File: config.mk
export PLATFORM = sky130hd
export DESIGN_NAME = max_stack_core
export DESIGN_NICKNAME = d
export VERILOG_FILES = /design/src/rtl/mxs_pkg.sv /design/src/rtl/mxs_ram.sv /design/src/rtl/mxs_ctrl.sv /design/src/rtl/mxs_dp.sv /design/src/rtl/max_stack_core.sv
export SDC_FILE = /design/constraint.sdc
export NUM_CORES = 2
export LEC_CHECK = 0
export BUFFER_PORTS_ARGS = -buffer_cell sky130_fd_sc_hd__buf_2
export CAP_MARGIN = 20
export CORE_MARGIN = 10
export CORE_UTILIZATION = 45
export DETAILED_ROUTE_END_ITERATION = 8
export PLACE_DENSITY = 0.68
export SYNTH_ARGS = -nofsm -noshare
export SYNTH_HDL_FRONTEND = slang
export SYNTH_MEMORY_MAX_BITS = 65536
export SYNTH_SLANG_ARGS = --single-unit
File: constraint.sdc
create_clock -name i_clk -period 14.2 [get_ports i_clk]
set_clock_uncertainty 0.15 [all_clocks]
set_input_delay 1.42 -clock i_clk [delete_from_list [all_inputs] [get_ports i_clk]]
set_output_delay 1.42 -clock i_clk [all_outputs]
set_load 0.05 [all_outputs]
File: src/rtl/mxs_pkg.sv
// Shared types and codes for the max stack block.
package mxs_pkg;

    typedef enum logic [2:0] {
        CMD_PUSH    = 3'd0,
        CMD_POP     = 3'd1,
        CMD_TOP     = 3'd2,
        CMD_PEEK    = 3'd3,
        CMD_POP_MAX = 3'd4
    } t_cmd;

    typedef enum logic [1:0] {
        ST_OK    = 2'd0,
        ST_EMPTY = 2'd1,
        ST_FULL  = 2'd2
    } t_status;

    typedef enum logic [2:0] {
        S_IDLE,
        S_EXEC,
        S_PM_BASE,
        S_PM_SHIFT,
        S_RESP
    } t_state;

    typedef enum logic [3:0] {
        DP_NOP,
        DP_LOAD,
        DP_PUSH,
        DP_POP,
        DP_TOP,
        DP_PEEK,
        DP_PM_START,
        DP_PM_BASE,
        DP_PM_STEP,
        DP_OUT
    } t_dp_op;

    typedef struct packed {
        t_dp_op  op;
        t_status code;
    } t_dp_ctl;

    typedef struct packed {
        logic empty;
        logic full;
        logic out_free;
        logic pm_short;
        logic pm_idx_zero;
        logic pm_last;
    } t_dp_stat;

endpackage

File: src/rtl/mxs_ram.sv
// Generic simple dual-port RAM with registered read.
module mxs_ram #(
    parameter int WIDTH = 8,
    parameter int DEPTH = 64
) (
    input  logic                     i_clk,
    input  logic                     i_we,
    input  logic [$clog2(DEPTH)-1:0] i_waddr,
    input  logic [WIDTH-1:0]         i_wdata,
    input  logic                     i_re,
    input  logic [$clog2(DEPTH)-1:0] i_raddr,
    output logic [WIDTH-1:0]         o_rdata
);

    logic [WIDTH-1:0] r_mem [DEPTH];
    logic [WIDTH-1:0] r_rdata;

    always_ff @(posedge i_clk) begin
        if (i_we) begin
            r_mem[i_waddr] <= i_wdata;
        end
        if (i_re) begin
            r_rdata <= r_mem[i_raddr];
        end
    end

    assign o_rdata = r_rdata;

endmodule

File: src/rtl/mxs_ctrl.sv
// Controller state machine for the max stack block.
module mxs_ctrl (
    input  logic             i_clk,
    input  logic             i_rst_n,
    input  logic             i_in_valid,
    input  logic [2:0]       i_cmd,
    input  mxs_pkg::t_dp_stat i_stat,
    output logic             o_in_ready,
    output mxs_pkg::t_dp_ctl o_ctl
);

    mxs_pkg::t_state r_state;
    mxs_pkg::t_state n_state;
    mxs_pkg::t_cmd   r_cmd;
    mxs_pkg::t_cmd   n_cmd;
    logic            w_accept;
    logic            w_work;
    mxs_pkg::t_status w_code;

    assign o_in_ready = (r_state == mxs_pkg::S_IDLE) && i_stat.out_free;
    assign w_accept   = i_in_valid && o_in_ready;

    always_comb begin
        w_work = 1'b0;
        w_code = mxs_pkg::ST_OK;
        case (mxs_pkg::t_cmd'(i_cmd))
            mxs_pkg::CMD_PUSH: begin
                if (i_stat.full) begin
                    w_code = mxs_pkg::ST_FULL;
                end else begin
                    w_work = 1'b1;
                end
            end
            mxs_pkg::CMD_POP, mxs_pkg::CMD_TOP, mxs_pkg::CMD_PEEK,
            mxs_pkg::CMD_POP_MAX: begin
                if (i_stat.empty) begin
                    w_code = mxs_pkg::ST_EMPTY;
                end else begin
                    w_work = 1'b1;
                end
            end
            default: begin
                w_work = 1'b0;
            end
        endcase
    end

    always_ff @(posedge i_clk) begin
        if (!i_rst_n) begin
            r_state <= mxs_pkg::S_IDLE;
            r_cmd   <= mxs_pkg::CMD_PUSH;
        end else begin
            r_state <= n_state;
            r_cmd   <= n_cmd;
        end
    end

    always_comb begin
        n_state = r_state;
        n_cmd   = r_cmd;
        case (r_state)
            mxs_pkg::S_IDLE: begin
                if (w_accept) begin
                    n_cmd   = mxs_pkg::t_cmd'(i_cmd);
                    n_state = w_work ? mxs_pkg::S_EXEC : mxs_pkg::S_RESP;
                end
            end
            mxs_pkg::S_EXEC: begin
                if (r_cmd == mxs_pkg::CMD_POP_MAX && !i_stat.pm_short) begin
                    n_state = i_stat.pm_idx_zero ? mxs_pkg::S_PM_SHIFT
                                                 : mxs_pkg::S_PM_BASE;
                end else begin
                    n_state = mxs_pkg::S_RESP;
                end
            end
            mxs_pkg::S_PM_BASE: begin
                n_state = mxs_pkg::S_PM_SHIFT;
            end
            mxs_pkg::S_PM_SHIFT: begin
                if (i_stat.pm_last) begin
                    n_state = mxs_pkg::S_RESP;
                end
            end
            mxs_pkg::S_RESP: begin
                if (i_stat.out_free) begin
                    n_state = mxs_pkg::S_IDLE;
                end
            end
            default: begin
                n_state = mxs_pkg::S_IDLE;
            end
        endcase
    end

    always_comb begin
        o_ctl.op   = mxs_pkg::DP_NOP;
        o_ctl.code = w_code;
        case (r_state)
            mxs_pkg::S_IDLE: begin
                if (w_accept) begin
                    o_ctl.op = mxs_pkg::DP_LOAD;
                end
            end
            mxs_pkg::S_EXEC: begin
                case (r_cmd)
                    mxs_pkg::CMD_PUSH:    o_ctl.op = mxs_pkg::DP_PUSH;
                    mxs_pkg::CMD_POP:     o_ctl.op = mxs_pkg::DP_POP;
                    mxs_pkg::CMD_TOP:     o_ctl.op = mxs_pkg::DP_TOP;
                    mxs_pkg::CMD_PEEK:    o_ctl.op = mxs_pkg::DP_PEEK;
                    mxs_pkg::CMD_POP_MAX: o_ctl.op = mxs_pkg::DP_PM_START;
                    default:              o_ctl.op = mxs_pkg::DP_NOP;
                endcase
            end
            mxs_pkg::S_PM_BASE: begin
                o_ctl.op = mxs_pkg::DP_PM_BASE;
            end
            mxs_pkg::S_PM_SHIFT: begin
                o_ctl.op = mxs_pkg::DP_PM_STEP;
            end
            mxs_pkg::S_RESP: begin
                if (i_stat.out_free) begin
                    o_ctl.op = mxs_pkg::DP_OUT;
                end
            end
            default: begin
                o_ctl.op = mxs_pkg::DP_NOP;
            end
        endcase
    end

endmodule

File: src/rtl/mxs_dp.sv
// Datapath for the max stack block: entry memory, count, shift pass and result register.
module mxs_dp #(
    parameter int STACK_DEPTH = 64,
    parameter int VALUE_WIDTH = 32
) (
    input  logic              i_clk,
    input  logic              i_rst_n,
    input  mxs_pkg::t_dp_ctl  i_ctl,
    input  logic [31:0]       i_push_value,
    input  logic              i_out_ready,
    output mxs_pkg::t_dp_stat o_stat,
    output logic              o_out_valid,
    output logic [31:0]       o_read_value,
    output logic [1:0]        o_status
);

    localparam int AW = $clog2(STACK_DEPTH);
    localparam int CW = $clog2(STACK_DEPTH + 1);
    localparam int RW = 2 * VALUE_WIDTH + AW;

    logic [CW-1:0]                 r_count;
    logic signed [VALUE_WIDTH-1:0] r_push_value;
    logic [AW-1:0]                 r_ptr;
    logic signed [VALUE_WIDTH-1:0] r_run_max;
    logic [AW-1:0]                 r_run_pos;
    logic                          r_run_ok;
    logic [31:0]                   r_res_value;
    mxs_pkg::t_status              r_res_status;
    logic                          r_out_valid;
    logic [31:0]                   r_out_value;
    mxs_pkg::t_status              r_out_status;

    logic                          w_we;
    logic [AW-1:0]                 w_waddr;
    logic [RW-1:0]                 w_wdata;
    logic                          w_re;
    logic [AW-1:0]                 w_raddr;
    logic [RW-1:0]                 w_rdata;

    logic signed [VALUE_WIDTH-1:0] w_rd_val;
    logic signed [VALUE_WIDTH-1:0] w_rd_max;
    logic [AW-1:0]                 w_rd_pos;
    logic [AW-1:0]                 w_top;
    logic [AW-1:0]                 w_idx;
    logic                          w_short;
    logic                          w_last;
    logic signed [VALUE_WIDTH-1:0] w_push_max;
    logic [AW-1:0]                 w_push_pos;
    logic signed [VALUE_WIDTH-1:0] w_step_max;
    logic [AW-1:0]                 w_step_pos;

    mxs_ram #(
        .WIDTH(RW),
        .DEPTH(STACK_DEPTH)
    ) u_ram (
        .i_clk  (i_clk),
        .i_we   (w_we),
        .i_waddr(w_waddr),
        .i_wdata(w_wdata),
        .i_re   (w_re),
        .i_raddr(w_raddr),
        .o_rdata(w_rdata)
    );

    assign w_rd_val = w_rdata[VALUE_WIDTH-1:0];
    assign w_rd_max = w_rdata[2*VALUE_WIDTH-1:VALUE_WIDTH];
    assign w_rd_pos = w_rdata[RW-1:2*VALUE_WIDTH];
    assign w_top    = AW'(r_count - CW'(1));
    assign w_idx    = (w_rd_pos > w_top) ? w_top : w_rd_pos;
    assign w_short  = (w_idx == w_top);
    assign w_last   = ((CW'(r_ptr) + CW'(2)) == r_count);

    always_comb begin
        if (r_count == '0 || r_push_value >= w_rd_max) begin
            w_push_max = r_push_value;
            w_push_pos = AW'(r_count);
        end else begin
            w_push_max = w_rd_max;
            w_push_pos = w_rd_pos;
        end
        if (!r_run_ok || w_rd_val >= r_run_max) begin
            w_step_max = w_rd_val;
            w_step_pos = r_ptr;
        end else begin
            w_step_max = r_run_max;
            w_step_pos = r_run_pos;
        end
    end

    always_comb begin
        w_we    = 1'b0;
        w_waddr = r_ptr;
        w_wdata = {w_step_pos, w_step_max, w_rd_val};
        w_re    = 1'b0;
        w_raddr = w_top;
        case (i_ctl.op)
            mxs_pkg::DP_LOAD: begin
                w_re = 1'b1;
            end
            mxs_pkg::DP_PUSH: begin
                w_we    = 1'b1;
                w_waddr = AW'(r_count);
                w_wdata = {w_push_pos, w_push_max, r_push_value};
            end
            mxs_pkg::DP_PM_START: begin
                w_re    = !w_short;
                w_raddr = (w_idx == '0) ? (w_idx + AW'(1)) : (w_idx - AW'(1));
            end
            mxs_pkg::DP_PM_BASE: begin
                w_re    = 1'b1;
                w_raddr = r_ptr + AW'(1);
            end
            mxs_pkg::DP_PM_STEP: begin
                w_we    = 1'b1;
                w_re    = !w_last;
                w_raddr = r_ptr + AW'(2);
            end
            default: begin
                w_we = 1'b0;
            end
        endcase
    end

    always_ff @(posedge i_clk) begin
        if (!i_rst_n) begin
            r_count     <= '0;
            r_out_valid <= 1'b0;
        end else begin
            case (i_ctl.op)
                mxs_pkg::DP_PUSH: begin
                    r_count <= r_count + CW'(1);
                end
                mxs_pkg::DP_POP: begin
                    r_count <= r_count - CW'(1);
                end
                mxs_pkg::DP_PM_START: begin
                    if (w_short) begin
                        r_count <= r_count - CW'(1);
                    end
                end
                mxs_pkg::DP_PM_STEP: begin
                    if (w_last) begin
                        r_count <= r_count - CW'(1);
                    end
                end
                default: begin
                    r_count <= r_count;
                end
            endcase
            if (i_ctl.op == mxs_pkg::DP_OUT) begin
                r_out_valid <= 1'b1;
            end else if (i_out_ready) begin
                r_out_valid <= 1'b0;
            end
        end
    end

    always_ff @(posedge i_clk) begin
        case (i_ctl.op)
            mxs_pkg::DP_LOAD: begin
                r_push_value <= VALUE_WIDTH'(signed'(i_push_value));
                r_res_value  <= '0;
                r_res_status <= i_ctl.code;
            end
            mxs_pkg::DP_POP, mxs_pkg::DP_TOP: begin
                r_res_value <= 32'(w_rd_val);
            end
            mxs_pkg::DP_PEEK: begin
                r_res_value <= 32'(w_rd_max);
            end
            mxs_pkg::DP_PM_START: begin
                r_res_value <= 32'(w_rd_max);
                r_ptr       <= w_idx;
                r_run_ok    <= 1'b0;
            end
            mxs_pkg::DP_PM_BASE: begin
                r_run_max <= w_rd_max;
                r_run_pos <= w_rd_pos;
                r_run_ok  <= 1'b1;
            end
            mxs_pkg::DP_PM_STEP: begin
                r_run_max <= w_step_max;
                r_run_pos <= w_step_pos;
                r_run_ok  <= 1'b1;
                r_ptr     <= r_ptr + AW'(1);
            end
            mxs_pkg::DP_OUT: begin
                r_out_value  <= r_res_value;
                r_out_status <= r_res_status;
            end
            default: begin
                r_ptr <= r_ptr;
            end
        endcase
    end

    assign o_stat.empty       = (r_count == '0);
    assign o_stat.full        = (r_count == CW'(STACK_DEPTH));
    assign o_stat.out_free    = !r_out_valid || i_out_ready;
    assign o_stat.pm_short    = w_short;
    assign o_stat.pm_idx_zero = (w_idx == '0);
    assign o_stat.pm_last     = w_last;

    assign o_out_valid  = r_out_valid;
    assign o_read_value = r_out_value;
    assign o_status     = r_out_status;

endmodule

File: src/rtl/max_stack_core.sv
// Top level of the max stack block: stack of signed values with running maximum.
//
// Each command transfer yields exactly one result transfer. Push, pop, top and
// peek-max go from accept to result by reading the top entry from the
// single-port-read entry memory, acting on it, and loading the output register.
// Pop-max also walks the entries above the removed maximum, after fetching the
// prefix below it when the maximum is not the bottom entry, since the shift and
// prefix recompute go through the memory one entry per cycle. Commands rejected
// as empty, full or unused skip the work step and go straight to the output
// register. One command is in flight at a time; the next one is taken as soon as
// the previous result sits in the output register and that register can be
// emptied. No clearing pass is needed after reset.
module max_stack_core #(
    parameter int STACK_DEPTH = 64,
    parameter int VALUE_WIDTH = 32
) (
    input  logic        i_clk,
    input  logic        i_rst_n,
    input  logic        i_s_axis_tvalid,
    output logic        o_s_axis_tready,
    input  logic [31:0] i_s_axis_tdata,  // [31:0] push_value
    input  logic [2:0]  i_s_axis_tuser,  // [2:0] cmd
    output logic        o_m_axis_tvalid,
    input  logic        i_m_axis_tready,
    output logic [31:0] o_m_axis_tdata,  // [31:0] read_value
    output logic [1:0]  o_m_axis_tuser   // [1:0] status
);

    mxs_pkg::t_dp_ctl  w_ctl;
    mxs_pkg::t_dp_stat w_stat;

    mxs_ctrl u_ctrl (
        .i_clk     (i_clk),
        .i_rst_n   (i_rst_n),
        .i_in_valid(i_s_axis_tvalid),
        .i_cmd     (i_s_axis_tuser),
        .i_stat    (w_stat),
        .o_in_ready(o_s_axis_tready),
        .o_ctl     (w_ctl)
    );

    mxs_dp #(
        .STACK_DEPTH(STACK_DEPTH),
        .VALUE_WIDTH(VALUE_WIDTH)
    ) u_dp (
        .i_clk       (i_clk),
        .i_rst_n     (i_rst_n),
        .i_ctl       (w_ctl),
        .i_push_value(i_s_axis_tdata),
        .i_out_ready (i_m_axis_tready),
        .o_stat      (w_stat),
        .o_out_valid (o_m_axis_tvalid),
        .o_read_value(o_m_axis_tdata),
        .o_status    (o_m_axis_tuser)
    );

`ifndef SYNTHESIS
    a_ready_needs_room: assert property (@(posedge i_clk) disable iff (!i_rst_n)
        o_s_axis_tready |-> (!o_m_axis_tvalid || i_m_axis_tready))
        else $error("input ready while result register cannot drain");

    a_one_in_flight: assert property (@(posedge i_clk) disable iff (!i_rst_n)
        (i_s_axis_tvalid && o_s_axis_tready) |=> !o_s_axis_tready)
        else $error("second command taken while one is in flight");

    a_error_value_zero: assert property (@(posedge i_clk) disable iff (!i_rst_n)
        (o_m_axis_tvalid && o_m_axis_tuser != mxs_pkg::ST_OK) |-> (o_m_axis_tdata == '0))
        else $error("nonzero read value with error status");

    a_not_empty_and_full: assert property (@(posedge i_clk) disable iff (!i_rst_n)
        !(w_stat.empty && w_stat.full))
        else $error("stack count reports empty and full together");
`endif

endmodule
==> results.json <==
{
  "power_frac_clock_pct": 40.6,
  "syn_area_um2": 186000,
  "gp_congestion": 0.862,
  "grt_antenna_before_repair": 17,
  "reg2reg_to": "u_dp.u_ram.o_rdata[5]",
  "post-dp-hpwl_um": 284000,
  "cp.required_ps": 14710,
  "rows": 235,
  "ys_types": 76,
  "rsz0062_at_grt": "false",
  "gr-total-overflow": 0,
  "area_growth_pct": 12.1,
  "finalInstanceArea_um2": 208000,
  "grt_max_degree": 150,
  "rr_startpoint": "u_dp.r_count[0]",
  "cts_setup_buffers": 0,
  "synth_area_leaders": "edfxtp_1, mux4_2, nand2_1",
  "total_power_w": 0.0287,
  "ctsHoldBuffers": 0,
  "wl_per_cell_um": 31.7,
  "synth_ff_type": "edfxtp_1",
  "cts_buffers": 441,
  "slew_viol_final": 0,
  "register_area_um2": 141000,
  "finalNetCount": 12000,
  "cts.htree.levels": 5,
  "cp.arrival_ps": 9450,
  "p_seq_share_pct": 54.9,
  "outcome": "finished, final reports clean",
  "port_buffers": 74,
  "critPathCaptureType": "flip-flop",
  "tightest_slew_ps": 1260,
  "synth_seq_cells": 4709,
  "power_density_nw_per_um2": 138,
  "internal_power_w": 0.0224,
  "combPwrFrac_pct": 4.6,
  "synth_top_area_share_pct": 75.9,
  "ant_nets": 0,
  "synth_nets": 11900,
  "p_sw_w": 0.00628,
  "path_buf_inv": 3,
  "ys_warn_count": 0,
  "path_cells": "inv_1 > ha_1 > xnor2_1 > ha_1 > o21a_1 > o22a_1 > o21a_1 > nand2_1 > and2_1 > mux2_2 > nand2_1 > ha_1 > nand2_1 > a21o_1 > nand3_4 > buf_4 > nor2_4 > buf_4 > nand2_8 > o22ai_1 > or4_1 > a32oi_1",
  "multi_input_area_um2": 42300,
  "grt_pass1_vias": 105000,
  "slowest_stage": "nand2_8",
  "critical_path.top_delay_family": "simple AND/OR/NAND/NOR gates",
  "grt_pass1_wl_um": 789000,
  "r2r_cells": 22,
  "vias_per_cell": 6.28,
  "netSwitchingFraction_pct": 21.9,
  "syn_avg_cell_area_um2": 15.8,
  "numClockSinks": 4709,
  "worst_slack_ps": 5260,
  "pre_cts_slack_ps": 5530,
  "final_layout_size_suffix_gt1_share_pct": 14.6,
  "regToRegSetupSlack_ps": 5260,
  "vdd_drop_max_v": 0.000120,
  "period_minus_slack_ps": 8940,
  "fmax_mhz": 112,
  "criticalPathCategory": "reg -> reg",
  "pin_count": 75,
  "nFillCells": 32800,
  "slowest_delay_ps": 770,
  "power.leakage_nw": 68.3,
  "maxSlewHeadroom_pct": 16.1,
  "root_buffer": "clkbuf_16",
  "min_period_over_period_pct": 63.0,
  "cts.reportedPaths.clkPinSlew_ps": 60,
  "startpoint_type": "flip-flop",
  "cts.repair.resized": 0,
  "fp.dieH_um": 662,
  "tns_ps": 0,
  "hold_depth": 0,
  "placed_cell_area_um2": 194000,
  "vias": 111000,
  "synth_cells": 11800,
  "hold_path_class": "reg -> reg",
  "start_util_pct": 45.2,
  "hold_end": "u_dp.o_read_value[30]",
  "clk_latency_ps": 1030,
  "ys_seq_area_share_pct": 76.1,
  "setup-violations-final": 0,
  "drt_iter0_markers": 18700,
  "yosysTopAreaCell": "edfxtp_1",
  "maxCapViolCount": 0,
  "drc": 0,
  "dieArea_um2": 439000,
  "synth-edff-count": 4695,
  "timing_hold_violations_final": 0,
  "cts_tree": "done",
  "worstHoldStart": "u_dp.r_res_value[30]",
  "routed_wl_um": 562000,
  "crit_fanout": 69,
  "fp.coreArea_um2": 410000,
  "hold_ws_ps": 268,
  "cts_buffer_depth": 4,
  "drt_first_pass_iters": 8,
  "fp.dieW_um": 662,
  "track_usage_pct": 24.6,
  "ys_async_sr_fraction_pct": 0
}
power by group through the flow:
stage	logic, W	clock network [W]	registers (W)
5_1_grt	0.00141	0.0123	0.0157
2_1_floorplan	0.000736	0	0.0160
4_1_cts	0.00128	0.0117	0.0158
6_report	0.00132	0.0116	0.0158
3_3_place_gp	0.00126	0	0.0160
3_5_place_dp	0.00128	0	0.0160
cells by family after synthesis:
kind of cell	synth area share (%)
AOI/OAI and AO/OA	3.59
xor gates and xnor gates	0.189
adders and majority gates	0.511
buffers and inverters	1.88
DFF	76.1
muxes	7.46
and+or+nand+nor	10.3
placed cells by master, fill, tap and decap left out, types with 12 or more instances in the layout:
master	n
mux2i_4	37
clkinv_2	90
buf_2	74
and3_1	145
o21a_1	17
clkbuf_16	446
ha_1	75
clkinv_1	110
nor2b_1	12
mux2i_1	84
nand2_2	15
o211ai_1	70
mux4_2	560
edfxtp_1	4695
a21o_1	19
buf_4	262
bufinv_16	37
dfxtp_1	14
a22o_1	33
nand2b_1	16
nor3_1	86
or2_2	62
xnor2_1	23
a21oi_1	442
buf_12	49
clkbuf_1	93
inv_1	71
nand2_1	2701
and2_1	13
o22ai_1	71
a31oi_1	146
nor2_1	103
a32oi_1	69
nand4_1	21
a32o_1	69
nor2_4	70
nand3_1	1063
or4_1	69
o21ai_0	73
worst max path at each step:
stage / from / endpoint / slack [ps] / depth (start not counted)
after global routing: u_dp.r_count[0] / u_dp.u_ram.o_rdata[17] / 4960 / 22
final: u_dp.r_count[0] / u_dp.u_ram.o_rdata[5] / 5260 / 22
after floorplan: u_dp.u_ram.o_rdata[33] / u_dp.u_ram.r_mem[0][65] / 7150 / 17
after global placement: u_dp.r_count[0] / u_dp.u_ram.o_rdata[2] / 5590 / 22
after CTS: u_dp.r_count[0] / u_dp.u_ram.o_rdata[16] / 5490 / 22
after detailed placement: u_dp.r_count[0] / u_dp.u_ram.o_rdata[17] / 5530 / 22
registers in the layout, indices dropped and copies added (netlist names), 2 cells and up:
register / flops
u_dp.r_count: 7
u_dp.r_run_max: 32
u_dp.u_ram.r_mem: 4480
u_dp.u_ram.o_rdata: 70
u_dp.r_res_value: 32
u_dp.r_res_status: 2
u_dp.r_ptr: 6
u_dp.r_run_pos: 6
u_dp.o_status: 2
u_dp.o_read_value: 32
u_dp.r_push_value: 32
u_ctrl.r_state: 3
u_ctrl.r_cmd: 3
synthesized netlist by cell type (all sizes together), types with 2 or more instances:
library cell	n
mux2i	121
o21bai	2
o2111ai	2
mux4	560
or3	6
o211ai	71
o21ai	74
a31oi	147
nor2b	12
and3	147
nand4	21
nand2b	16
a22oi	3
or2	73
dfxtp	14
clkbuf	414
o21a	17
a32o	69
a221oi	2
nor2	173
a21boi	8
o311ai	2
and2	15
mux2	3
buf	309
nand2	2723
a21o	19
edfxtp	4695
nor4	6
or4	69
o2111a	2
ha	75
xnor3	2
a311oi	3
a21oi	443
a22o	33
o22ai	71
nor3	87
xor2	11
inv	72
xnor2	23
a31o	2
nand3	1068
a32oi	69
nand3b	4
metal layers:
metal	GRT usage [%]	part of all wire (%)
met4	11.0	5.3
met1	32.9	36
met3	6.29	13
met5	0	0.023
met2	38.1	45
stage by stage:
step / utilization [%] / instances
4_1_cts: 50.6 / 17700
2_1_floorplan: - / 11800
6_report: 50.7 / 17700
3_5_place_dp: 47.2 / 16900
3_3_place_gp: 47.2 / 16900
5_1_grt: 50.7 / 17700
worst reg2reg max path, delay by kind of cell, from the launching register on:
family	cells	cell delay (ps)
compound gates	6	1290
simple gates	8	3150
fa+ha+maj	3	950
buf+inv	3	1510
xor+xnor	1	410
mux	1	410
flops	1	730
final cells by class:
type | instances | share of cell area, %
multi-input combinational | 6270 | 20.3
clock buffer | 543 | 5.56
sequential | 4709 | 67.9
clock inverter | 273 | 1.22
tap | 5451 | 3.28
timing repair buffer | 388 | 1.62
antenna | 9 | 0.0108
inverter | 73 | 0.132
Power figures use the tool's default switching activity.
